**src/design/atan2r_pkg.sv**
```systemverilog
package atan2r_pkg;

    localparam int FRAC_BITS  = 20;
    localparam int RATIO_BITS = 16;
    localparam int RATIO_QW   = RATIO_BITS + 1;
    localparam int R_W        = FRAC_BITS + 1;
    localparam int Q_W        = 24;
    localparam int ANGLE_W    = 16;

    typedef logic signed [Q_W-1:0] t_q20;
    typedef logic [R_W-1:0]        t_ur;

    typedef struct packed {
        logic yneg;
        logic xneg;
        logic oct;
        logic zero;
    } t_flags;

    localparam int FLAGS_W = $bits(t_flags);

    localparam t_q20 C2_Q20      = 24'sd1048548;
    localparam t_q20 C3_Q20      = 24'sd154602;
    localparam t_q20 C4_Q20      = 24'sd325039;
    localparam t_q20 C5_Q20      = 24'sd52745;
    localparam t_q20 C6_Q20      = 24'sd154250;
    localparam t_q20 C7_Q20      = 24'sd675770;
    localparam t_q20 ONE_Q20     = 24'sd1048576;
    localparam t_q20 PI_Q20      = 24'sd3294199;
    localparam t_q20 HALF_PI_Q20 = 24'sd1647099;

    // Q20 x Q20 -> Q20, round to nearest, ties up
    function automatic t_q20 q20_mul(input t_q20 a, input t_ur r);
        logic signed [Q_W+R_W:0] p;
        p = a * $signed({1'b0, r});
        p = p + $signed((Q_W+R_W+1)'(1) <<< (FRAC_BITS - 1));
        return p[FRAC_BITS+Q_W-1:FRAC_BITS];
    endfunction

endpackage

```
**src/design/atan2r_front.sv**
```systemverilog
module atan2r_front
    import atan2r_pkg::*;
#(
    parameter int W = 16
) (
    input  logic                i_clk,
    input  logic                i_rst_n,
    input  logic                i_valid,
    output logic                o_ready,
    input  logic [W-1:0]        i_y,
    input  logic [W-1:0]        i_x,
    output logic                o_valid,
    input  logic                i_ready,
    output logic [W-1:0]        o_rem,
    output logic [RATIO_QW-1:0] o_low,
    output logic [W-1:0]        o_divisor,
    output t_flags              o_flags
);
    logic         r_valid;
    logic [W-1:0] r_rem;
    logic [RATIO_QW-1:0] r_low;
    logic [W-1:0] r_div;
    t_flags       r_flags;

    logic         w_en;
    logic [W-1:0] w_ay, w_ax, w_mx, w_mn;
    t_flags       n_flags;

    assign w_en = !r_valid || i_ready;

    always_comb begin
        n_flags.yneg = i_y[W-1];
        n_flags.xneg = i_x[W-1];
        w_ay = n_flags.yneg ? (~i_y + W'(1)) : i_y;
        w_ax = n_flags.xneg ? (~i_x + W'(1)) : i_x;
        n_flags.oct = w_ay > w_ax;
        w_mx = n_flags.oct ? w_ay : w_ax;
        w_mn = n_flags.oct ? w_ax : w_ay;
        n_flags.zero = (w_mx == '0);
    end

    always_ff @(posedge i_clk) begin
        if (!i_rst_n) begin
            r_valid <= 1'b0;
        end else if (w_en) begin
            r_valid <= i_valid;
        end
    end

    always_ff @(posedge i_clk) begin
        if (w_en) begin
            r_rem   <= w_mn >> 1;
            r_low   <= {w_mn[0], {RATIO_BITS{1'b0}}};
            r_div   <= w_mx;
            r_flags <= n_flags;
        end
    end

    assign o_ready   = w_en;
    assign o_valid   = r_valid;
    assign o_rem     = r_rem;
    assign o_low     = r_low;
    assign o_divisor = r_div;
    assign o_flags   = r_flags;
endmodule

```
**config.mk**
```make
export PLATFORM = sky130hd
export DESIGN_NAME = atan2r_front
export DESIGN_NICKNAME = d
export VERILOG_FILES = /design/src/design/atan2r_pkg.sv /design/src/design/atan2r_front.sv
export SDC_FILE = /design/constraint.sdc
export NUM_CORES = 1
export LEC_CHECK = 0
export ABC_AREA = 1
export BUFFER_PORTS_ARGS = -buffer_cell sky130_fd_sc_hd__buf_4
export CAP_MARGIN = 5
export CORE_MARGIN = 4
export CORE_UTILIZATION = 55
export CTS_CLUSTER_DIAMETER = 50
export DETAILED_ROUTE_END_ITERATION = 10
export PLACE_DENSITY_LB_ADDON = 0.2
export SYNTH_ARGS = -nofsm -noshare
export SYNTH_HDL_FRONTEND = slang
export SYNTH_SLANG_ARGS = --single-unit
```
**constraint.sdc**
```tcl
create_clock -name i_clk -period 4.55 [get_ports i_clk]
set_input_delay 0.2275 -clock i_clk [delete_from_list [all_inputs] [get_ports i_clk]]
set_output_delay 0.2275 -clock i_clk [all_outputs]
set_load 0.02 [all_outputs]
```
==> reports/results.tsv <==
stage	metric	value	unit
run_status	outcome	finished clean	
synth	Seq/Total Area, Yosys	35.9	%
synth	synthesized flop and latch total	37	
worst_setup_path	Setup crit end kind	register	
cells_and_area	utilization after layout	69.4	%
detailed_routing	WL/cell	12.2	um
detailed_routing	drt pass-1 iters	4	
synth	Post-Syn Instances	410	
cts	maximum clock path buffer count	2	
power_and_ir_drop	Reg power frac	40.1	%
placement	Final HPWL DP	5670	um
die	core region area	5270	um2
min_path	Hold/Removal Path Class	input port to register	
power_and_ir_drop	Pwr Density	322	nW/um2
worst_setup_path	nature of the critical path startpoint	input port	
cts	clk_lat worst skew	0.29	ns
worst_setup_path	Worst Path Arrival	3.55	ns
die	die height	82.7	um
detailed_routing	DRC	0	
sta	Setup TNS Final	0	ns
sta	Relative slew margins	53.6	%
sta	fmax	294	MHz
min_path	Hold Path Cell Cnt	3	
cells_and_area	storage element area	1100	um2
global_routing	Total GRT Usage	20.5	%
placement	PortBufs	73	
worst_setup_path	CP Class	input port to register	
sta	final setup violation count	0	
synth	Synth top area share	35.2	%
detailed_routing	DR vias	2711	
cts	CTS tree	done	
sta	endpoints failing hold	0	
worst_setup_path	CP Max Fanout	49	
cells_and_area	fillcell total	466	
die	std cell rows	26	
cells_and_area	Ant. Diodes	0	
power_and_ir_drop	Clk pwr share	18.3	%
global_routing	first-pass GRT wire length	10800	um
worst_setup_path	reg-to-reg critical path startpoint	o_valid	
detailed_routing	Starting DRT DRC Count	185	
detailed_routing	post-route ant nets	0	
worst_setup_path	R2R Path End	o_rem[5]	
sta	Clock Skews	0.0118	ns
cts	Clock transition at path regs	0.07	ns
power_and_ir_drop	switching power	0.000436	W
power_and_ir_drop	Comb power frac	41.6	%
power_and_ir_drop	Internal	0.000743	W
cells_and_area	share of cells above drive strength 1	21.4	%
cells_and_area	Final #Nets	534	
min_path	hold_sp	i_valid	
synth	Post-Syn Area	3070	um2
cts	Post-CTS Resized	0	
placement	Placer Congestion	0.818	
global_routing	largest net degree at the start of global routing	50	
global_routing	vias in the first global route	2419	
sta	Tcrit/Tclk final	74.9	%
power_and_ir_drop	sw frac	37.0	%
job	max cap viols	0	
synth	largest area contributor in the netlist	edfxtp_1	
synth	FFs w/ async S/R, synth	0	%
min_path	Hold EP	o_valid	
cts	Hold Buf Count CTS	0	
worst_setup_path	Worst R2R Setup Slack	3.43	ns
sta	Tmin final	3.41	ns
synth	largest cells by area after synthesis	edfxtp_1, nand2_1, inv_1	
worst_setup_path	R2R cell count	2	
global_routing	initial antenna violation count	0	
synth	Synth Warn #	0	
power_and_ir_drop	leakage	1.94	nW
die	starting density of the core	58.3	%
die	DIE AREA	6840	um2
power_and_ir_drop	Peak VDD IR	0.190	mV
detailed_routing	drt total wl	6710	um
sta	Max Transition Viols Final	0	
synth	ys flop type	edfxtp_1	
worst_setup_path	WP data required	4.70	ns
cts	Post-CTS Setup Bufs	0	
cts	# clock sinks	37	
sta	Slew @ Worst Pin	0.694	ns
cts	Root Buffer	clkbuf_8	
cells_and_area	most frequent cells in the layout	nand2_1, buf_4, inv_1	
global_routing	total gr overflow	0	
cts	Num CTS Buffers	5	
die	Ports	91	
cells_and_area	Area Growth Syn to Fin	19.1	%
synth	mean area per synthesized cell	7.49	um2
cells_and_area	commonest non-fill, non-tap cell in the layout	nand2_1	
cts	H-tree levels	2	
detailed_routing	Vias/cell	4.92	
synth	Post-synth EDFFs	36	
die	DIE WIDTH	82.7	um
synth	Netlist cell types	36	
sta	RSZ-0062 raised after global routing	no	
cells_and_area	Multi-input gate area	1570	um2
[power groups by stage]
stage / Clock, W / Combinational (W) / Sequential, W
after global routing: 0.000236 / 0.000543 / 0.000477
after detailed placement: 0 / 0.000491 / 0.000481
after floorplan: 0 / 0.000250 / 0.000566
after global placement: 0 / 0.000476 / 0.000477
final: 0.000215 / 0.000491 / 0.000472
after CTS: 0.000219 / 0.000491 / 0.000473
[worst max path at each step]
| stage | startpoint | endpoint | slack [ns] | depth (start not counted) |
|---|---|---|---|---|
| final | i_y[0] | o_flags[0] | 1.14 | 19 |
| after global routing | i_y[0] | o_flags[0] | 0.81 | 19 |
| after CTS | i_y[0] | o_flags[0] | 1.14 | 19 |
| after detailed placement | i_y[0] | o_flags[0] | 0.85 | 19 |
| after global placement | i_y[0] | o_flags[0] | 1.13 | 20 |
| after floorplan | i_y[0] | o_rem[0] | 1.82 | 17 |
[cell families (layout without fill, tap and decap cells)]
kind of cell,after synthesis,after routing,share of synthesized area (%)
buf+inv,97,152,15.1
simple gates,205,205,30.2
xor+xnor,15,15,4.52
compound gates,37,37,6.89
other cells,1,17,0.122
flops,37,37,35.9
fa+ha+maj,18,18,7.34
[cells in the mapped netlist (2+ instances only)]
library cell  number
a21oi_1            5
buf_2              4
buf_4             19
buf_6              3
edfxtp_1          36
ha_1              18
inv_1             68
inv_2              2
nand2_1          125
nand2_2            4
nand3_1           31
nand3b_1           7
nand4_1            5
nor2_1            19
nor2_2             5
o21ai_0           23
o21ai_1            3
or2_2              2
xor2_1            14
[critical path: stages]
cell and delay, ns:
buf_4 0.11, inv_1 0.13, ha_1 0.21, nand3_2 0.11
o21ai_1 0.30, nand2_1 0.11, xor2_1 0.19, inv_1 0.09
ha_1 0.33, nand4_2 0.14, nor3_4 0.19, nand3_4 0.21
nand2_2 0.58, nand2_1 0.14, nand2_1 0.14, nand2_1 0.06
nor2_1 0.11, nand2_1 0.07, nor2_1 0.11
[state kept, by name, indices dropped and copies added (netlist names)]
name,count
o_flags,4
o_divisor,16
o_rem,15
o_low,1
o_valid,1
[through the flow]
step | instance area, um2 | std cells | total power (W) | worst slack, ns | hold slack (ns)
after detailed placement | 3570 | 543 | 0.000972 | 0.852 | 0.499
after floorplan | 3130 | 426 | 0.000816 | 1.82 | 0.326
after global routing | 3660 | 551 | 0.00126 | 0.809 | 0.209
after CTS | 3660 | 551 | 0.00118 | 1.14 | 0.202
final | 3660 | 551 | 0.00118 | 1.14 | 0.204
after global placement | 3570 | 543 | 0.000954 | 1.13 | 0.486
[routing by layer]
layer  part of all wire, %  vias up  track usage [%]
met5                     0        -                0
met4                   2.3        0             8.33
met3                   6.9       18             2.28
met2                    46      108             34.6
met1                    45     1182             26.8
li1                      -     1403                -
[layout make-up]
type                    count  area share [%]
multi-input cells         292            42.8
flip-flops and latches     37            30.1
repair buffers             74            15.2
inverters                  70            7.19
well taps                  70            2.40
clock buffers               6            1.98
clock inverters             2           0.274
Note: power is estimated with default switching activity, not from simulation.
