File: src/design/atan2r_pkg.sv
package atan2r_pkg;

    localparam int FRAC_BITS  = 20;
    localparam int RATIO_BITS = 16;
    localparam int RATIO_QW   = RATIO_BITS + 1;
    localparam int R_W        = FRAC_BITS + 1;
    localparam int Q_W        = 24;
    localparam int ANGLE_W    = 16;

    typedef logic signed [Q_W-1:0] t_q20;
    typedef logic [R_W-1:0]        t_ur;

    typedef struct packed {
        logic yneg;
        logic xneg;
        logic oct;
        logic zero;
    } t_flags;

    localparam int FLAGS_W = $bits(t_flags);

    localparam t_q20 C2_Q20      = 24'sd1048548;
    localparam t_q20 C3_Q20      = 24'sd154602;
    localparam t_q20 C4_Q20      = 24'sd325039;
    localparam t_q20 C5_Q20      = 24'sd52745;
    localparam t_q20 C6_Q20      = 24'sd154250;
    localparam t_q20 C7_Q20      = 24'sd675770;
    localparam t_q20 ONE_Q20     = 24'sd1048576;
    localparam t_q20 PI_Q20      = 24'sd3294199;
    localparam t_q20 HALF_PI_Q20 = 24'sd1647099;

    // Q20 x Q20 -> Q20, round to nearest, ties up
    function automatic t_q20 q20_mul(input t_q20 a, input t_ur r);
        logic signed [Q_W+R_W:0] p;
        p = a * $signed({1'b0, r});
        p = p + $signed((Q_W+R_W+1)'(1) <<< (FRAC_BITS - 1));
        return p[FRAC_BITS+Q_W-1:FRAC_BITS];
    endfunction

endpackage

File: src/design/atan2r_fold.sv
module atan2r_fold
    import atan2r_pkg::*;
(
    input  logic                      i_clk,
    input  logic                      i_rst_n,
    input  logic                      i_valid,
    output logic                      o_ready,
    input  t_ur                       i_quot,
    input  t_flags                    i_flags,
    output logic                      o_valid,
    input  logic                      i_ready,
    output logic signed [ANGLE_W-1:0] o_angle
);
    logic [1:0]  r_v;
    logic [2:0]  w_en;
    logic [R_W:0] r_res;
    logic        r_yneg;
    logic signed [ANGLE_W-1:0] r_angle;

    t_q20              w_s;
    logic [R_W+1:0]    w_sum;
    logic [ANGLE_W-1:0] w_mag;

    assign w_en[2] = i_ready;
    assign w_en[1] = !r_v[1] || w_en[2];
    assign w_en[0] = !r_v[0] || w_en[1];

    always_comb begin
        w_s = $signed({{(Q_W - R_W){1'b0}}, i_quot});
        if (i_flags.oct)  w_s = HALF_PI_Q20 - w_s;
        if (i_flags.xneg) w_s = PI_Q20 - w_s;
        if (w_s < 0)      w_s = '0;
        w_sum = {1'b0, r_res} + (R_W+2)'(64);
        w_mag = w_sum[R_W+1:7];
    end

    always_ff @(posedge i_clk) begin
        if (!i_rst_n) begin
            r_v <= '0;
        end else begin
            if (w_en[0]) r_v[0] <= i_valid;
            if (w_en[1]) r_v[1] <= r_v[0];
        end
    end

    always_ff @(posedge i_clk) begin
        if (w_en[0]) begin
            r_res  <= w_s[R_W:0];
            r_yneg <= i_flags.yneg;
        end
        if (w_en[1]) begin
            r_angle <= r_yneg ? $signed(ANGLE_W'(0) - w_mag) : $signed(w_mag);
        end
    end

    assign o_ready = w_en[0];
    assign o_valid = r_v[1];
    assign o_angle = r_angle;
endmodule

File: config.mk
export PLATFORM = sky130hd
export DESIGN_NAME = atan2r_fold
export DESIGN_NICKNAME = d
export VERILOG_FILES = /design/src/design/atan2r_pkg.sv /design/src/design/atan2r_fold.sv
export SDC_FILE = /design/constraint.sdc
export NUM_CORES = 1
export LEC_CHECK = 0
export BUFFER_PORTS_ARGS = -buffer_cell sky130_fd_sc_hd__buf_2
export CORE_MARGIN = 10
export CORE_UTILIZATION = 45
export CTS_BUF_LIST = sky130_fd_sc_hd__clkbuf_16
export DETAILED_ROUTE_END_ITERATION = 7
export GPL_ROUTABILITY_DRIVEN = 0
export HOLD_SLACK_MARGIN = 0.15
export PLACE_DENSITY = 0.65
export REMOVE_ABC_BUFFERS = 1
export SKIP_CTS_REPAIR_TIMING = 1
export SYNTH_ARGS = -nofsm -noshare
export SYNTH_HDL_FRONTEND = slang
export SYNTH_SLANG_ARGS = --single-unit
File: constraint.sdc
create_clock -name i_clk -period 3.05 [get_ports i_clk]
set_input_delay 0.305 -clock i_clk [delete_from_list [all_inputs] [get_ports i_clk]]
set_output_delay 0.305 -clock i_clk [all_outputs]
set_load 0.03 [all_outputs]
==> results <==
- The worst setup slack after placement is approximately 0.27 ns.
- The most common library cell in the layout ignoring fill and taps is buf_2.
- By area, the combinational part of the netlist is dominated by simple AND/OR/NAND/NOR gates.
- The count of cell types in the netlist is 74.
- The placed wire-length estimate after detailed placement is 4964 um.
- The root buffer cell is clkbuf_16.
- The clock edge transition at the registers on the reported setup and hold paths is ~0.05 ns.
- Of all flip-flops after synthesis, the portion carrying an async set or reset was 0%.
- The compound-gate portion of the synthesized area is between 10% and 20%.
- The post-route minimum period is ~2.7 ns.
- The non-filler instance count after layout is 486.
- The overall routed net length is between 6000 and 7000 um.
- The worst clock skew is approximately 0.006 ns.
- Final hold analysis gives a worst-case slack of ~0.21 ns.
- STA puts the critical path data required time at 3.07 ns.
- Once detail routing completed, the nets flagged for antenna violations numbered 0.
- The final setup slack of the worst path is 0.3544 ns.
- The number of endpoints with negative hold slack in the final report is 0.
- Pin placement for this block handled 47 I/O pins.
- The relative slew slack is 63.14%.
- The H-tree depth reported by CTS is 2.
- The synthesized netlist occupies a cell area of 3171 um^2.
- After detailed routing, the number of remaining DRC violations is 0.
- During placement, the flow inserted port buffers numbering 43.
- By area the synthesized netlist is led by edfxtp_1 31%, xnor2_1 9.9%, nand2_1 4.1%, xor2_1 3.6%, o21ai_0 3.3%.
- The number of synthesized flops with an enable pin is 33.
- In the synthesized netlist, mux cells make up 1.618% of the area.
- TritonCTS built the clock tree.
- 0 antenna diodes ended up in the layout.
- The actual transition at the worst max-transition pin is 0.5523 ns.
- The post-route netlist has approximately a fifth of its cells at a drive strength greater than 1.
- Power spread over the standard cell area amounts to a little under 500 nW/um^2.
- The peak clock frequency supported by timing is about 370 MHz.
- Leaving out fill and tap cells, the most frequent cells in the layout are 43 x buf_2, 36 x xnor2_1, 35 x nand2_1, 33 x edfxtp_1, 22 x nor2_1.
- The worst setup path is captured at a register.
- The count of final max-slew check failures is 0.
- The floorplan has 30 rows.
- The buffer levels on the longest clock path is 2.
- Counting flops and latches in the post-synthesis netlist gives 35.
- At the end of the flow the core is filled with cells to 52.42%.
- The area added between synthesis and finish is 12.94%.
- The category of the worst setup path launch point is a register.
- The library cell with the largest summed area after synthesis is edfxtp_1.
- The final sum of negative setup slack is 0 ns.
- The top flip-flop cell by instance count after synthesis is edfxtp_1.
- The run finished with clean final reports.
- The via count is 2,626.
- Of the total synthesized cell area, the portion taken by XOR and XNOR cells is 14.92%.
- Summing the sequential cell areas from Yosys gives ~33% of the chip area.
- After detailed placement, the design holds a cell count of about 480.
- TritonCTS created 5 clock buffers.
- The synthesized area per cell is 8.956 um^2.
- The first-pass GRT wire length is 10,830 um.
- The number of DRC markers in iteration 0 is 68.
- The max-cap check violation count is 0.
- After synthesis, the largest area contributor takes up 31.25% of total cell area.
- Entering global routing, the biggest net connects 26 pins.
- In the final routed layout, each cell accounts on average for 12.84 um.
- Summed over all cells, the static leakage comes to 1.328 nW.
- The Yosys step of the flow raised 0 warnings.
- The clock network latency to the later pin of the worst-skew pair is 0.27 ns.
- The fraction of the mapped netlist area in simple logic gates is about 26%.
- The number of sinks handled by clock tree synthesis is 35.
- The number of failing setup endpoints in the final timing report is 0.
- Setup repair after global routing left no endpoint under its margin.
- For this run, the post-layout net count is 421.
- The die covers 10,800 um^2.
- The floorplan step set the die height to 103.9 um.
- The synthesized-area fraction occupied by adder cells is 1.184%.
- For this configuration, the core starts out at a cell density of 46.41%.
- The number of antenna violations at the first check in global routing is 0.
- The die span in x is 103.9 um.
- The worst-case IR drop observed on VDD is roughly 0.24 mV.
- The maximum net fanout on the critical path is 7.
- The startpoint-to-endpoint class of the critical path is reg2reg.
- For the worst setup path, the data arrival time is 2.71 ns.
- Global routing finished with a remaining overflow of 0.
- The path class of the tightest hold or removal check is in2reg.
- The overall routing resource usage is between 10% and 20%.
- The number of global-route vias before repair came to 2,508.
- The first detailed-routing pass ran for 4 iterations.
- Dividing the detail-routed via count by the number of cells gives roughly 5.4.
- The floorplan core area is 6832 um^2.
- Synthesis handed over a netlist of 354 instances.
- The final cycle utilization of the critical path is 88.38%.
==> routing by layer <==
metal,GRT usage (%),vias up,part of all wire [%]
met1,13.28,1174,46
met5,0,-,0
li1,-,1373,-
met2,19.32,71,48
met3,2.602,8,5.0
met4,4.473,0,1.6
==> Yosys cell counts (all sizes together) (2+ instances only) <==
master,count
xnor2,38
nand2,35
edfxtp,33
o21ai,29
nor2,23
nand3,22
a21oi,15
inv,13
xor2,13
clkbuf,11
or3,10
nand4,9
nor3,8
buf,7
and3,6
o31ai,6
nor2b,5
mux2i,4
o211ai,4
or2,4
ha,3
nand2b,3
nand3b,3
nor4,3
o21a,3
o22ai,3
a211o,2
a211oi,2
a21o,2
a22oi,2
a31oi,2
a32o,2
and2,2
dfxtp,2
nand4b,2
nor3b,2
o22a,2
or4,2
==> where the power goes <==
group	total, W	internal [W]	switching, W
clock network	0.000453	0.000292	0.000160
registers	0.000703	0.000642	0.0000607
logic	0.000580	0.000225	0.000356
total	0.00174	0.00116	0.000577
==> worst max-delay path, cell delays in order, from the launching register on <==
cell	delay, ns
edfxtp_1	0.40
ha_1	0.26
nand2_1	0.15
or4_1	0.63
nor2_2	0.28
nand3_1	0.22
nor3_2	0.18
a21oi_1	0.07
o21ai_1	0.15
xnor2_1	0.09
==> layout make-up <==
type	count	area, um^2
flip-flops and latches	35	1031
repair buffers	46	237.7
inverters	13	48.80
clock buffers	5	125.1
clock inverters	3	11.26
fillers	663	3251
well taps	96	120.1
multi-input cells	288	2007
==> flip-flops by register name (all words and copies together), names as in the netlist <==
register / count
r_yneg: 1
r_res: 16
o_angle: 16
r_v: 2
==> through the flow <==
stage / instance area [um^2] / total power, W
2_1_floorplan: 3087 / 0.001135
3_3_place_gp: 3445 / 0.001281
3_5_place_dp: 3445 / 0.001295
4_1_cts: 3581 / 0.001755
5_1_grt: 3581 / 0.001840
6_report: 3581 / 0.001736
==> final timing paths <==
path | from | endpoint | slack, ns | depth (start not counted)
max | r_res[6]$_SDFFCE_PP0P_ | o_angle[14]$_DFFE_PP_ | 0.35 | 9
min | i_flags[3] | r_yneg$_DFFE_PP_ | 0.21 | 1
max reg2reg | r_res[6]$_SDFFCE_PP0P_ | o_angle[14]$_DFFE_PP_ | 0.35 | 9
min reg2reg | r_v[0]$_SDFFE_PN0P_ | r_v[1]$_SDFFE_PN0P_ | 0.50 | 1
==> logic make-up after synthesis <==
| group | Yosys count |
|---|---|
| xor+xnor | 51 |
| fa+ha+maj | 3 |
| simple gates | 144 |
| compound gates | 85 |
| buf+inv | 31 |
| mux | 5 |
| flops | 35 |
(Power assumes the default switching activity.)
