<file path="src/design/atan2r_pkg.sv">
package atan2r_pkg;

    localparam int FRAC_BITS  = 20;
    localparam int RATIO_BITS = 16;
    localparam int RATIO_QW   = RATIO_BITS + 1;
    localparam int R_W        = FRAC_BITS + 1;
    localparam int Q_W        = 24;
    localparam int ANGLE_W    = 16;

    typedef logic signed [Q_W-1:0] t_q20;
    typedef logic [R_W-1:0]        t_ur;

    typedef struct packed {
        logic yneg;
        logic xneg;
        logic oct;
        logic zero;
    } t_flags;

    localparam int FLAGS_W = $bits(t_flags);

    localparam t_q20 C2_Q20      = 24'sd1048548;
    localparam t_q20 C3_Q20      = 24'sd154602;
    localparam t_q20 C4_Q20      = 24'sd325039;
    localparam t_q20 C5_Q20      = 24'sd52745;
    localparam t_q20 C6_Q20      = 24'sd154250;
    localparam t_q20 C7_Q20      = 24'sd675770;
    localparam t_q20 ONE_Q20     = 24'sd1048576;
    localparam t_q20 PI_Q20      = 24'sd3294199;
    localparam t_q20 HALF_PI_Q20 = 24'sd1647099;

    // Q20 x Q20 -> Q20, round to nearest, ties up
    function automatic t_q20 q20_mul(input t_q20 a, input t_ur r);
        logic signed [Q_W+R_W:0] p;
        p = a * $signed({1'b0, r});
        p = p + $signed((Q_W+R_W+1)'(1) <<< (FRAC_BITS - 1));
        return p[FRAC_BITS+Q_W-1:FRAC_BITS];
    endfunction

endpackage

</file>
<file path="src/design/atan2r_poly.sv">
module atan2r_poly
    import atan2r_pkg::*;
(
    input  logic                i_clk,
    input  logic                i_rst_n,
    input  logic                i_valid,
    output logic                o_ready,
    input  logic [RATIO_QW-1:0] i_ratio,
    input  t_flags              i_flags,
    output logic                o_valid,
    input  logic                i_ready,
    output t_ur                 o_rem,
    output t_ur                 o_low,
    output t_ur                 o_den,
    output t_flags              o_flags
);
    localparam int NS = 5;

    logic [NS-1:0] r_v;
    logic [NS:0]   w_en;
    t_flags        r_f [NS];

    t_ur  r1_r, r2_r, r3_r;
    t_q20 r1_t, r2_t, r3_t;
    t_q20 r1_d, r2_d, r3_d;
    t_ur  r4_num, r4_den;
    t_ur  r5_rem, r5_low, r5_den;

    t_ur                  w_r;
    t_q20                 w_neg;
    logic [2*R_W-1:0]     w_dvd;

    always_comb begin
        w_en[NS] = i_ready;
        for (int k = NS - 1; k >= 0; k--) begin
            w_en[k] = !r_v[k] || w_en[k+1];
        end
    end

    assign w_r   = i_flags.zero ? '0 : {i_ratio, {(FRAC_BITS - RATIO_BITS){1'b0}}};
    assign w_neg = -q20_mul(r3_t, r3_r);
    assign w_dvd = {r4_num, {FRAC_BITS{1'b0}}} + (2*R_W)'(r4_den >> 1);

    always_ff @(posedge i_clk) begin
        if (!i_rst_n) begin
            r_v <= '0;
        end else begin
            if (w_en[0]) r_v[0] <= i_valid;
            for (int k = 1; k < NS; k++) begin
                if (w_en[k]) r_v[k] <= r_v[k-1];
            end
        end
    end

    always_ff @(posedge i_clk) begin
        if (w_en[0]) begin
            r1_r   <= w_r;
            r1_t   <= q20_mul(C5_Q20, w_r) - C4_Q20;
            r1_d   <= q20_mul(C7_Q20, w_r) + C6_Q20;
            r_f[0] <= i_flags;
        end
        if (w_en[1]) begin
            r2_r   <= r1_r;
            r2_t   <= q20_mul(r1_t, r1_r) - C3_Q20;
            r2_d   <= q20_mul(r1_d, r1_r) + ONE_Q20;
            r_f[1] <= r_f[0];
        end
        if (w_en[2]) begin
            r3_r   <= r2_r;
            r3_t   <= q20_mul(r2_t, r2_r) - C2_Q20;
            r3_d   <= r2_d;
            r_f[2] <= r_f[1];
        end
        if (w_en[3]) begin
            r4_num <= w_neg[Q_W-1] ? '0 : w_neg[R_W-1:0];
            r4_den <= r3_d[R_W-1:0];
            r_f[3] <= r_f[2];
        end
        if (w_en[4]) begin
            r5_rem <= w_dvd[2*R_W-1:R_W];
            r5_low <= w_dvd[R_W-1:0];
            r5_den <= r4_den;
            r_f[4] <= r_f[3];
        end
    end

    assign o_ready = w_en[0];
    assign o_valid = r_v[NS-1];
    assign o_rem   = r5_rem;
    assign o_low   = r5_low;
    assign o_den   = r5_den;
    assign o_flags = r_f[NS-1];
endmodule

</file>
<file path="config.mk">
export PLATFORM = sky130hd
export DESIGN_NAME = atan2r_poly
export DESIGN_NICKNAME = d
export VERILOG_FILES = /design/src/design/atan2r_pkg.sv /design/src/design/atan2r_poly.sv
export SDC_FILE = /design/constraint.sdc
export NUM_CORES = 2
export LEC_CHECK = 0
export BUFFER_PORTS_ARGS = -buffer_cell sky130_fd_sc_hd__buf_2
export CAP_MARGIN = 20
export CORE_ASPECT_RATIO = 1.5
export CORE_MARGIN = 2
export CORE_UTILIZATION = 60
export CTS_BUF_LIST = sky130_fd_sc_hd__clkbuf_4 sky130_fd_sc_hd__clkbuf_8 sky130_fd_sc_hd__clkbuf_16
export DETAILED_ROUTE_END_ITERATION = 10
export HOLD_SLACK_MARGIN = 0.06
export MAX_ROUTING_LAYER = met4
export PLACE_DENSITY = 0.83
export RECOVER_POWER = 100
export SLEW_MARGIN = 10
export SYNTH_ARGS = -nofsm -noshare
export SYNTH_HDL_FRONTEND = slang
export SYNTH_SLANG_ARGS = --single-unit
</file>
<file path="constraint.sdc">
create_clock -name i_clk -period 19.3 [get_ports i_clk]
set_input_delay 0 -clock i_clk [delete_from_list [all_inputs] [get_ports i_clk]]
set_output_delay 0 -clock i_clk [all_outputs]
set_load 0.005 [all_outputs]
</file>
==> results.toml <==
[synthesis]
synth_mux_area_share_pct = 0.221
synth_simple_gate_area_share_pct = 14.0
synth_area_sq_mm = 0.0760
synth_top_family_by_area = "adder cells"
syn_avg_cell_area_sq_um = 9.75
ys_seq_elements = 292
synth_edf_count = 287
synth-xor-area-share_pct = 3.34
synth-main-ff-cell = "edfxtp_1"
syn_inst = 7795
synth_fa_ha_area_share_pct = 55.5
synthArstFlopShare_pct = 0
yosys_warnings = 0
yosysTopAreaCell = "fa_1"
synth_area_leaders = "fa_1 (41%), ha_1 (15%), edfxtp_1 (11%)"
yosysUniqueCellTypes = 109
synth.top_cell.area_share_pct = 40.8
synth_compound_area_share_pct = 4.79
synth-seq-area-share_pct = 11.5

[timing]
tns_ns = 0
setup_viol = 0
slew_headroom_pct = -164
period_needed_ns = 11.34
fmaxAchievable_mhz = 88.2
postLayoutSetupSlackWorst_ns = 7.96
min_period_over_period_pct = 58.7
fin_skew_ns = 0.0373
slew_violations = 1155
grt_setup_unrepaired = "false"
hold_viol_final = 0
worst_slew_pin_slew_ns = 3.96

[clocking]
postCtsSetupBuffers = 0
cts_sinks = 292
cts_root_buf = "clkbuf_16"
cts_tree = "yes"
clock_latency_ns = 0.65
clockBufferDepth = 3
cts_buffers = 30
htreeDepth = 1
path_clk_slew_ns = 0.06

[die]
die_w_um = 295
rows = 159
start_util_pct = 60.5
die_h_um = 440
core-area_sq_mm = 0.126
io-pin-count = 94
die_area_sq_mm = 0.130

[status]
outcome = "finished, violations left"
violations = "max-capacitance violations, max-slew violations"

[placement]
dp_hpwl_mm = 149
numPortBuffers = 92
routabilityCongestion = 0.971
placed_area_sq_mm = 0.0777
dp_worst_setup_slack_ns = 9.61

[worst_setup_path]
crit-reg2reg-launch = "r2_r[11]"
crit_start = "r2_r[11]"
end_kind = "flip-flop"
worst_r2r_path_depth = 25
critPathRequiredTime_ns = 19.66
cp-start-kind = "flip-flop"
crit_fanout = 25
arrival_ns = 11.70
worstSetupPathType = "reg2reg"

[route]
drt_iter0_drc = 3103
vias = 53400
drt-pass1-iter-count = 6
wl_mm = 185
drtAntennaViolNets = 0
wl_per_cell_um = 19.6
viasPerCell = 5.68
remaining_drc_errors = 0

[min_path]
hold_class = "in2reg"
hold-path-cell-count = 3
min_from = "i_ratio[2]"

[layout]
num-nets-final = 10200
drive_gt1_share_pct = 2.05
area_growth_pct = 3.35
final_core_util_pct = 62.6
final_cell_mix = "inv_1 (1841), fa_1 (1548), nand2_1 (916), ha_1 (892), and2_1 (721)"
final_cell_area_sq_mm = 0.0785
final_common_cell = "inv_1"

[global_route]
antenna_found_initial = 2
overflow = 0
grt_max_degree = 67
grt_usage_pct = 30.9
grt_pass1_wl_mm = 305
grt_pass1_vias = 61100

[flow_run]
cap_violations = 29
-- state kept, by name (all words and copies together) (netlist names) --
name / flops
r3_t: 24
r2_t: 24
r2_d: 21
r2_r: 17
r_f: 20
r3_d: 21
r_v: 5
r4_den: 21
r4_num: 21
r1_r: 17
r3_r: 17
o_low: 21
r1_d: 23
r1_t: 19
o_den: 1
o_rem: 20
-- path summary, 6_finish.rpt --
kind	end	slack, ns
setup reg to reg	r3_t[22]	7.96
hold reg to reg	o_rem[9]	0.41
hold / removal	r1_r[6]	0.12
setup / recovery	r3_t[22]	7.96
-- through the flow --
| stage | hold WS, ns | cells |
|---|---|---|
| 2_1_floorplan | 0.0989 | 7796 |
| 3_3_place_gp | 0.185 | 9332 |
| 3_5_place_dp | 0.185 | 9332 |
| 4_1_cts | 0.0819 | 9401 |
| 5_1_grt | 0.186 | 9406 |
| 6_report | 0.115 | 9406 |
-- critical path: stages (launching register included) --
cell and delay [ns]:
edfxtp_1 0.33, clkbuf_1 1.16, nand2_1 0.21, fa_1 0.56
inv_1 0.05, fa_1 0.48, fa_1 0.52, fa_1 0.58
inv_1 0.06, fa_1 0.48, inv_1 0.05, fa_1 0.44
ha_1 0.28, ha_1 0.29, nand4_1 0.14, o311ai_0 1.80
a21oi_1 0.61, a21oi_1 0.60, xnor2_1 0.18, or3_1 0.43
a21oi_1 0.40, or4b_1 0.59, o31ai_1 0.38, or4_1 0.17
nand4_1 0.11, xor2_1 0.15
-- cells in the mapped netlist, types with 13 or more instances --
cell,number
a211oi_1,21
a21o_1,45
a21oi_1,117
a31oi_1,25
and2_1,726
and3_1,28
buf_2,13
buf_4,27
clkbuf_1,248
edfxtp_1,287
fa_1,1548
ha_1,892
inv_1,1843
nand2_1,917
nand2b_1,46
nand3_1,48
nand4_1,20
nor2_1,147
nor2b_1,27
nor3_1,49
nor4_1,20
o211ai_1,20
o21a_1,32
o21ai_0,77
o31ai_1,16
or2_2,14
xnor2_1,196
xor2_1,85
-- cell families (layout without fill, tap and decap cells) --
group | after synthesis | count (layout)
fa+ha+maj | 2441 | 2441
flops | 292 | 292
simple gates | 2114 | 2114
mux | 16 | 16
buf+inv | 2136 | 2055
compound gates | 510 | 510
xor+xnor | 285 | 285
other cells | 1 | 3
-- repair_timing --
action                    CTS  global route
hold buffers               14             1
gates resized for setup     0             0
hold endpoints to repair   21             1
-- area by class of cell --
| cell class | instances | area, sq um |
|---|---|---|
| Tap cell | 1690 | 2110 |
| Clock inverter | 16 | 151 |
| Clock buffer | 39 | 837 |
| Multi-Input combinational cell | 5368 | 59000 |
| Timing Repair Buffer | 157 | 768 |
| Sequential cell | 292 | 8720 |
| Inverter | 1843 | 6920 |
| Fill cell | 9904 | 47000 |
| Antenna cell | 1 | 2.50 |
-- per-layer routing --
layer  vias to the layer above  GRT usage (%)  share of wire [%]
met2                      2006           56.4                 54
met3                       917           3.25                5.2
li1                      23400              -                  -
met5                         -              -                  0
met1                     27000           30.8                 32
met4                         0           20.9                8.2
Power is left out: the tool's default activity adds up to more than one toggle a clock period on the data nets, which glitch-free logic cannot reach.
