## src/design/atan2r_div.sv

```systemverilog
module atan2r_div #(
    parameter int DW = 16,
    parameter int QW = 17,
    parameter int SW = 4
) (
    input  logic          i_clk,
    input  logic          i_rst_n,
    input  logic          i_valid,
    output logic          o_ready,
    input  logic [DW-1:0] i_rem,
    input  logic [QW-1:0] i_low,
    input  logic [DW-1:0] i_divisor,
    input  logic [SW-1:0] i_side,
    output logic          o_valid,
    input  logic          i_ready,
    output logic [QW-1:0] o_quot,
    output logic [SW-1:0] o_side
);
    logic [QW-1:0] r_v;
    logic [DW-1:0] r_rem  [QW];
    logic [QW-1:0] r_low  [QW];
    logic [DW-1:0] r_div  [QW];
    logic [QW-1:0] r_q    [QW];
    logic [SW-1:0] r_side [QW];

    logic [QW:0]   w_en;
    logic [QW-1:0] w_v;
    logic [DW-1:0] w_rem  [QW];
    logic [QW-1:0] w_low  [QW];
    logic [DW-1:0] w_div  [QW];
    logic [QW-1:0] w_q    [QW];
    logic [SW-1:0] w_side [QW];
    logic [DW-1:0] n_rem  [QW];
    logic [QW-1:0] n_q    [QW];
    logic [DW:0]   w_trial[QW];
    logic [QW-1:0] w_take;

    always_comb begin
        w_en[QW] = i_ready;
        for (int k = QW - 1; k >= 0; k--) begin
            w_en[k] = !r_v[k] || w_en[k+1];
        end
    end

    always_comb begin
        w_v[0]    = i_valid;
        w_rem[0]  = i_rem;
        w_low[0]  = i_low;
        w_div[0]  = i_divisor;
        w_q[0]    = '0;
        w_side[0] = i_side;
        for (int k = 1; k < QW; k++) begin
            w_v[k]    = r_v[k-1];
            w_rem[k]  = r_rem[k-1];
            w_low[k]  = r_low[k-1];
            w_div[k]  = r_div[k-1];
            w_q[k]    = r_q[k-1];
            w_side[k] = r_side[k-1];
        end
        for (int k = 0; k < QW; k++) begin
            w_trial[k] = {w_rem[k], w_low[k][QW-1]};
            w_take[k]  = w_trial[k] >= {1'b0, w_div[k]};
            n_rem[k]   = w_take[k] ? DW'(w_trial[k] - {1'b0, w_div[k]})
                                   : w_trial[k][DW-1:0];
            n_q[k]     = {w_q[k][QW-2:0], w_take[k]};
        end
    end

    always_ff @(posedge i_clk) begin
        if (!i_rst_n) begin
            r_v <= '0;
        end else begin
            for (int k = 0; k < QW; k++) begin
                if (w_en[k]) r_v[k] <= w_v[k];
            end
        end
    end

    always_ff @(posedge i_clk) begin
        for (int k = 0; k < QW; k++) begin
            if (w_en[k]) begin
                r_rem[k]  <= n_rem[k];
                r_low[k]  <= w_low[k] << 1;
                r_div[k]  <= w_div[k];
                r_q[k]    <= n_q[k];
                r_side[k] <= w_side[k];
            end
        end
    end

    assign o_ready = w_en[0];
    assign o_valid = r_v[QW-1];
    assign o_quot  = r_q[QW-1];
    assign o_side  = r_side[QW-1];
endmodule

```

## config.mk

```make
export PLATFORM = sky130hd
export DESIGN_NAME = atan2r_div
export DESIGN_NICKNAME = d
export VERILOG_FILES = /design/src/design/atan2r_div.sv
export SDC_FILE = /design/constraint.sdc
export NUM_CORES = 1
export LEC_CHECK = 0
export BUFFER_PORTS_ARGS = -buffer_cell sky130_fd_sc_hd__buf_2
export CAP_MARGIN = 15
export CORE_ASPECT_RATIO = 1.5
export CORE_UTILIZATION = 63
export DETAILED_ROUTE_END_ITERATION = 10
export GPL_TIMING_DRIVEN = 1
export PLACE_DENSITY = 0.8
export SYNTH_ARGS = -nofsm -noshare
export SYNTH_HDL_FRONTEND = slang
export SYNTH_SLANG_ARGS = --single-unit
```

## constraint.sdc

```tcl
create_clock -name i_clk -period 5.73 [get_ports i_clk]
set_input_delay 0.573 -clock i_clk [delete_from_list [all_inputs] [get_ports i_clk]]
set_output_delay 0.573 -clock i_clk [all_outputs]
set_load 0.02 [all_outputs]
```

==> key figures, run 1 <==
STA
  • RSZ-0062 raised after global routing: no
  • Setup TNS: 0 ps
  • Final Setup Violations: 0
  • Period utilization: between 70% and 80%
  • Max-slew violation count: 0
  • Final Hold Fails: 0
  • Min Tclk post-route: a little over 4000 ps
  • Max Clock Skew: ~22 ps
  • Slew HR: ~22%
  • Slew @ Worst Pin: around 1200 ps
  • Fmax: 241 MHz

Placement
  • # port buffers: 79
  • Placed cells: ~4.2k
  • Detailed placement HPWL: between 60000 and 70000 µm
  • Gpl congestion: 0.946

CTS
  • Clock sinks: around 890
  • CTS tree: yes
  • Post-CTS setup buffer count: 0
  • Inserted Clock Buffers: 81
  • Clk_lat worst skew: between 600 and 700 ps
  • # H-tree levels: 3
  • Root buf cell: clkbuf_16
  • Post-CTS resize count: 0
  • CTS max path bufs: 3
  • Register clock-pin slew on the reported worst setup and hold paths: 70 ps
  • Hold-fix buffers, CTS: 0

GRT
  • Largest net degree at the start of global routing: 54
  • Overall Global Routing Usage: 27.6%
  • Initial antenna violation count: 0
  • Global-route wire length before repair: ~150000 µm
  • Number of global-route vias before repair: between 20k and 30k
  • Overflow after GRT: 0

Setup path
  • Cell family with most CP delay: simple AND/OR/NAND/NOR gates
  • Origin of the worst setup path: r_v[16]
  • Buf/Inv on CP: 2
  • Worst Path Max Fanout: 10
  • R2R setup slack: between 2000 and 2500 ps
  • CP max-delay cell: nor3_1
  • Type of origin of the critical path: register
  • CP Capture Type: output port
  • Worst Path Required: between 5000 and 6000 ps
  • Crit Path Category: register to output port
  • Crit path capture: o_ready
  • Critical path's largest stage delay: about 630 ps
  • CP Cell Sequence: nor2b_1 > and4_1 > inv_2 > nor3_1 > and2_1 > and3_1 > nand2_2 > buf_2
  • FF-to-FF path depth: 10
  • Worst path depth: 8
  • WP data arrival: roughly 3600 ps
  • Reg-to-Reg End: r_rem[0][161]
  • Worst flop-to-flop path startpoint: r_div[0][145]

Synth
  • Synth async-reset ratio: 0%
  • Sequential area share after synthesis: about 62%
  • Avg Cell Area, Syn: approximately 13 µm²
  • Post-synth EDFFs: 869
  • Post-Syn Instances: between 3k and 4k
  • Mapped Nets: 3590
  • Mapped cell area: 0.0428 mm²
  • Mux cell area share after synthesis: under 10%
  • Yosys warnings: 0
  • Compound-Gate Fraction of Synth Area: between 10% and 20%
  • Largest area contributor in the netlist: edfxtp_1
  • Top cells by area, synth: edfxtp_1 (61%), ha_1 (8.0%), mux2_2 (3.6%), inv_1 (3.0%), a21oi_1 (2.0%)
  • Primary FF master, synth: edfxtp_1
  • Post-Synth Adder-Cell Area: 8.70%
  • Main combinational cell family by area after synthesis: compound AO/OA/AOI/OAI gates
  • Post-synth top area share: between 60% and 70%
  • Simple-gate portion of the synthesized area: roughly 7.9%
  • Post-synthesis xor/xnor area fraction: between 2 and 3%
  • Distinct cells, synth: 84
  • Seq cells post-synth: between 800 and 900

Drt
  • Initial drt markers: ~1.7k
  • DRC: 0
  • DRT Pass-1 Iters: 6
  • Routed WL: between 90000 and 100000 µm
  • Vias per cell: roughly 6.0
  • ANT nets after route: 0
  • Via count: roughly 26k
  • Routed length per instance: roughly 22 µm

Floorplanning
  • DIE HEIGHT: approximately 320 µm
  • Core area: ~0.067 mm²
  • Full die area: a little under 0.07 mm²
  • Top Ports: 80
  • # rows: about 120
  • Chip width: between 200 and 250 µm
  • Initial Util: between 60% and 70%

Finish
  • Area grow syn2layout: 9.33%
  • # diodes: 0
  • Finished Layout Cells: approximately 4.3k
  • Nets: ~3.7k
  • Share of layout cells above drive strength 1: 11.7%

Power and ir drop
  • Max VDD drop: 394 µV
  • Power per standard cell area: between 500 and 600 mW/mm²
  • Leakage power: ~0.019 µW

Worst hold path
  • Worst min-delay path class: input pin to register

Job
  • Maximum Capacitance Violations: 0

Status
  • Status: finished, final reports clean
[where the power goes]
group          leakage (µW)  switching (µW)  internal, µW
sequential          0.00920             976          9410
clock               0.00124            2340          2910
combinational       0.00848            5360          4390
total                0.0189            8670         16700
[per-stage QoR]
stage / util [%] / hold slack (ps) / instance area (µm²) / power [µW] / worst slack, ps
3_5_place_dp: 66.1 / 405 / 44200 / 20000 / 1750
5_1_grt: 69.9 / 66.3 / 46800 / 26900 / 1310
6_report: 69.9 / 95.8 / 46800 / 25400 / 1580
4_1_cts: 69.9 / 59.3 / 46800 / 25400 / 1380
3_3_place_gp: 66.1 / 401 / 44200 / 19700 / 1800
2_1_floorplan: - / 400 / 42800 / 17600 / 1230
[state kept, by name (all words and copies together) (netlist names)]
signal,cells
r_rem,256
r_side,68
r_q,153
r_low,136
r_v,17
r_div,256
[kinds of logic after synthesis]
kind of cell	count (synthesis)
DFF	886
and+or+nand+nor	683
AOI/OAI and AO/OA	682
buffers and inverters	389
adders and majority gates	288
muxes	173
xor gates and xnor gates	144
[routing by layer]
layer | track usage, % | part of all wire (%)
met5 | 0 | 0
met4 | 14.4 | 5.3
met3 | 3.90 | 4.0
met1 | 29.4 | 36
met2 | 52.6 | 54
[synth_stat cells, types with 51 or more instances]
cell type and n:
nand2_1 142, nor2_1 176, a21oi_1 171, nor3_1 65
edfxtp_1 869, mux2_2 136, o21a_1 68, nand3_1 60
nor2b_1 55, ha_1 272, a21o_1 51, inv_1 345
xnor2_1 91, xor2_1 53, o21ai_0 155
[worst register-to-register path: cells and delay by family, from the launching register on]
family                     cells  cell delay, ps
DFF                            1             490
and+or+nand+nor                2             800
buffers and inverters          2             390
adders and majority gates      1             310
muxes                          1             410
AOI/OAI and AO/OA              4            1020
[area by class of cell]
cell class	instances	area, µm²
Sequential cell	886	26400
Fill cell	4602	20100
Multi-Input combinational cell	1970	14800
Clock buffer	104	2160
Inverter	347	1300
Tap cell	885	1110
Timing Repair Buffer	99	571
Clock inverter	44	390
[cells in the final DEF, fill, tap and decap left out, types with 68 or more instances in the layout]
master	n
buf_2	79
xnor2_1	91
nor2_1	176
mux2_2	136
edfxtp_1	869
ha_1	272
nand2_1	135
o21a_1	68
inv_1	337
a21oi_1	171
o21ai_0	154
clkbuf_16	83
[how the worst min path moves through the flow]
stage | startpoint | to | cells after the start
after global placement | r_q[0][247] | r_q[0][265] | 0
after global routing | i_low[10] | r_low[0][10] | 1
after CTS | i_low[6] | r_low[0][6] | 1
after detailed placement | r_low[0][88] | r_low[0][105] | 0
after floorplan | r_low[0][85] | r_low[0][102] | 0
final | i_low[5] | r_low[0][5] | 1
(Power assumes the default switching activity.)
==> inputs of run 2 (changes only) <==
==> constraint.sdc (replaced) <==
create_clock -name i_clk -period 3.9 [get_ports i_clk]
set_input_delay 0.39 -clock i_clk [delete_from_list [all_inputs] [get_ports i_clk]]
set_output_delay 0.39 -clock i_clk [all_outputs]
set_load 0.02 [all_outputs]
==> run 2 against run 1 <==
Worst hold slack got worse by 23 ps. Combinational power grew 50%. First-iteration DRC count grew 6.2%. Register-to-register slack got worse by 1500 ps. Wire length is 1.9% higher. Sequential cell count unchanged. Core utilization is 0.95 points higher. Cell area grew 1.4%. Clock power up 52%. Critical path depth did not move.
==> key figures, run 2 (synthesized netlist as in run 1, its figures left out) <==
CTS
  • Register clock-pin slew on the reported worst setup and hold paths: 70 ps
  • CTS max path bufs: 3
  • CTS tree: yes
  • # H-tree levels: 3
  • Clk_lat worst skew: 650 ps
  • Root buf cell: clkbuf_16
  • Post-CTS setup buffer count: 0
  • Inserted Clock Buffers: slightly above 80
  • Clock sinks: 886

Drt
  • Via count: 26.2k
  • DRC: 0
  • DRT Pass-1 Iters: 6
  • Vias per cell: around 6
  • Initial drt markers: approximately 1.8k
  • Routed length per instance: around 22 µm
  • Routed WL: 95400 µm
  • ANT nets after route: 0

GRT
  • Global-route wire length before repair: between 100000 and 150000 µm
  • Largest net degree at the start of global routing: 55
  • Overall Global Routing Usage: ~28%
  • Overflow after GRT: 0
  • Initial antenna violation count: 0
  • Number of global-route vias before repair: roughly 27k

STA
  • Final Hold Fails: 0
  • Max-slew violation count: 0
  • Max Clock Skew: about 22 ps
  • Setup TNS: 0 ps
  • RSZ-0062 raised after global routing: no
  • Slew HR: a little under a third
  • Fmax: 276 MHz
  • Period utilization: roughly 93%
  • Slew @ Worst Pin: between 1000 and 1500 ps
  • Final worst setup slack: between 200 and 300 ps
  • Final Setup Violations: 0
  • Hold_ws: just over 70 ps
  • Min Tclk post-route: roughly 3600 ps

Finish
  • Share of layout cells above drive strength 1: between 10 and 15%
  • Most frequent cells in the layout: edfxtp_1 (869), inv_1 (337), ha_1 (272)
  • Most common cell after layout, fill and taps aside: edfxtp_1
  • Storage element area: around 0.026 mm²
  • Fin area: between 0.04 and 0.05 mm²
  • Biggest regs: r_div (256), r_rem (256), r_q (153)
  • Nets: between 3k and 4k
  • Area of the multi-input gates: approximately 0.015 mm²
  • Area grow syn2layout: 10.8%
  • Fill cell count: between 4k and 5k

Setup path
  • Type of origin of the critical path: register
  • Worst Path Max Fanout: 6
  • CP Capture Type: output port
  • CP max-delay cell: and4_2
  • Crit Path Category: register to output port
  • WP data arrival: 3240 ps
  • Worst Path Required: 3510 ps
  • CP Cell Sequence: nor2b_2 > and4_2 > clkinvlp_4 > nor3_1 > and2_1 > and3_1 > nand2_2 > buf_2
  • Critical path's largest stage delay: 400 ps

Job
  • Maximum Capacitance Violations: 0

Power and ir drop
  • Leakage power: ~0.019 µW
  • Power per standard cell area: between 700 and 800 mW/mm²
  • Max VDD drop: 464 µV
  • Power Total: roughly 38000 µW

Placement
  • Pre-CTS setup slack: about 530 ps
  • # port buffers: 79
  • Gpl congestion: 0.924
  • Detailed placement HPWL: between 70000 and 80000 µm
  • Placed instance area: between 0.04 and 0.05 mm²

Worst hold path
  • Worst min-delay path class: input pin to register

Floorplanning
  • Full die area: 0.0690 mm²
  • DIE HEIGHT: around 320 µm
  • Initial Util: between 60% and 70%
  • # rows: approximately 120
  • Core area: 0.0669 mm²
  • Chip width: 215 µm
  • Top Ports: 80

Status
  • Status: finished, final reports clean
## run 2: changes by cell type in the layout (fill, tap and decap cells not counted), sizes merged
cell and delta:
bufinv +1, buf +13, inv +3, dlygate4sd3 +37, clkinv -2, clkbuf -9, diode +1, clkinvlp +9
## run 2: final timing paths
check | start | endpoint | slack [ps] | depth (start not counted)
hold reg to reg | r_q[0][124] | r_q[0][142] | 400 | 0
setup reg to reg | r_div[0][177] | r_rem[0][198] | 580 | 10
hold / removal | i_rem[1] | r_rem[0][2] | 70 | 2
setup / recovery | r_v[16] | o_ready | 270 | 8
## run 2: stage by stage
step           std cells  utilization (%)
3_5_place_dp        4199             66.3
4_1_cts             4386             70.8
5_1_grt             4387             70.9
3_3_place_gp        4199             66.3
2_1_floorplan       3245                -
6_report            4388             70.9
## run 2: layer usage
metal  vias up  part of all wire, %  GRT usage (%)
li1      12500                    -              -
met1     12800                   36           30.0
met2       688                   55           54.4
met3       228                  3.6           3.06
met4         0                  5.0           13.7
met5         -                    0              0
## run 2: cell type report
type | instances | share of cell area, %
sequential | 886 | 55.7
multi-input combinational | 1970 | 31.3
timing repair buffer | 149 | 2.28
clock inverter | 55 | 1.07
clock buffer | 95 | 4.54
antenna | 1 | 0.00528
tap | 885 | 2.33
inverter | 347 | 2.75
## run 2: repair_timing
item                                    CTS  global route
hold buffers                             37             0
gates resized for setup                   0             2
hold endpoints to repair                 37             0
endpoints found under the setup margin    0             1
## run 2: power by group
group / leakage, µW / total, µW / switching, µW / internal (µW)
clock: 0.00129 / 7950 / 3550 / 4410
sequential: 0.00920 / 15200 / 1380 / 13800
combinational: 0.00872 / 14600 / 8020 / 6530
total: 0.0192 / 37700 / 12900 / 24800
## run 2: critical path: cells and delay by family (launching register included)
family                 cells  cell delay [ps]
and+or+nand+nor            6             1860
buffers and inverters      2              370
DFF                        1              340
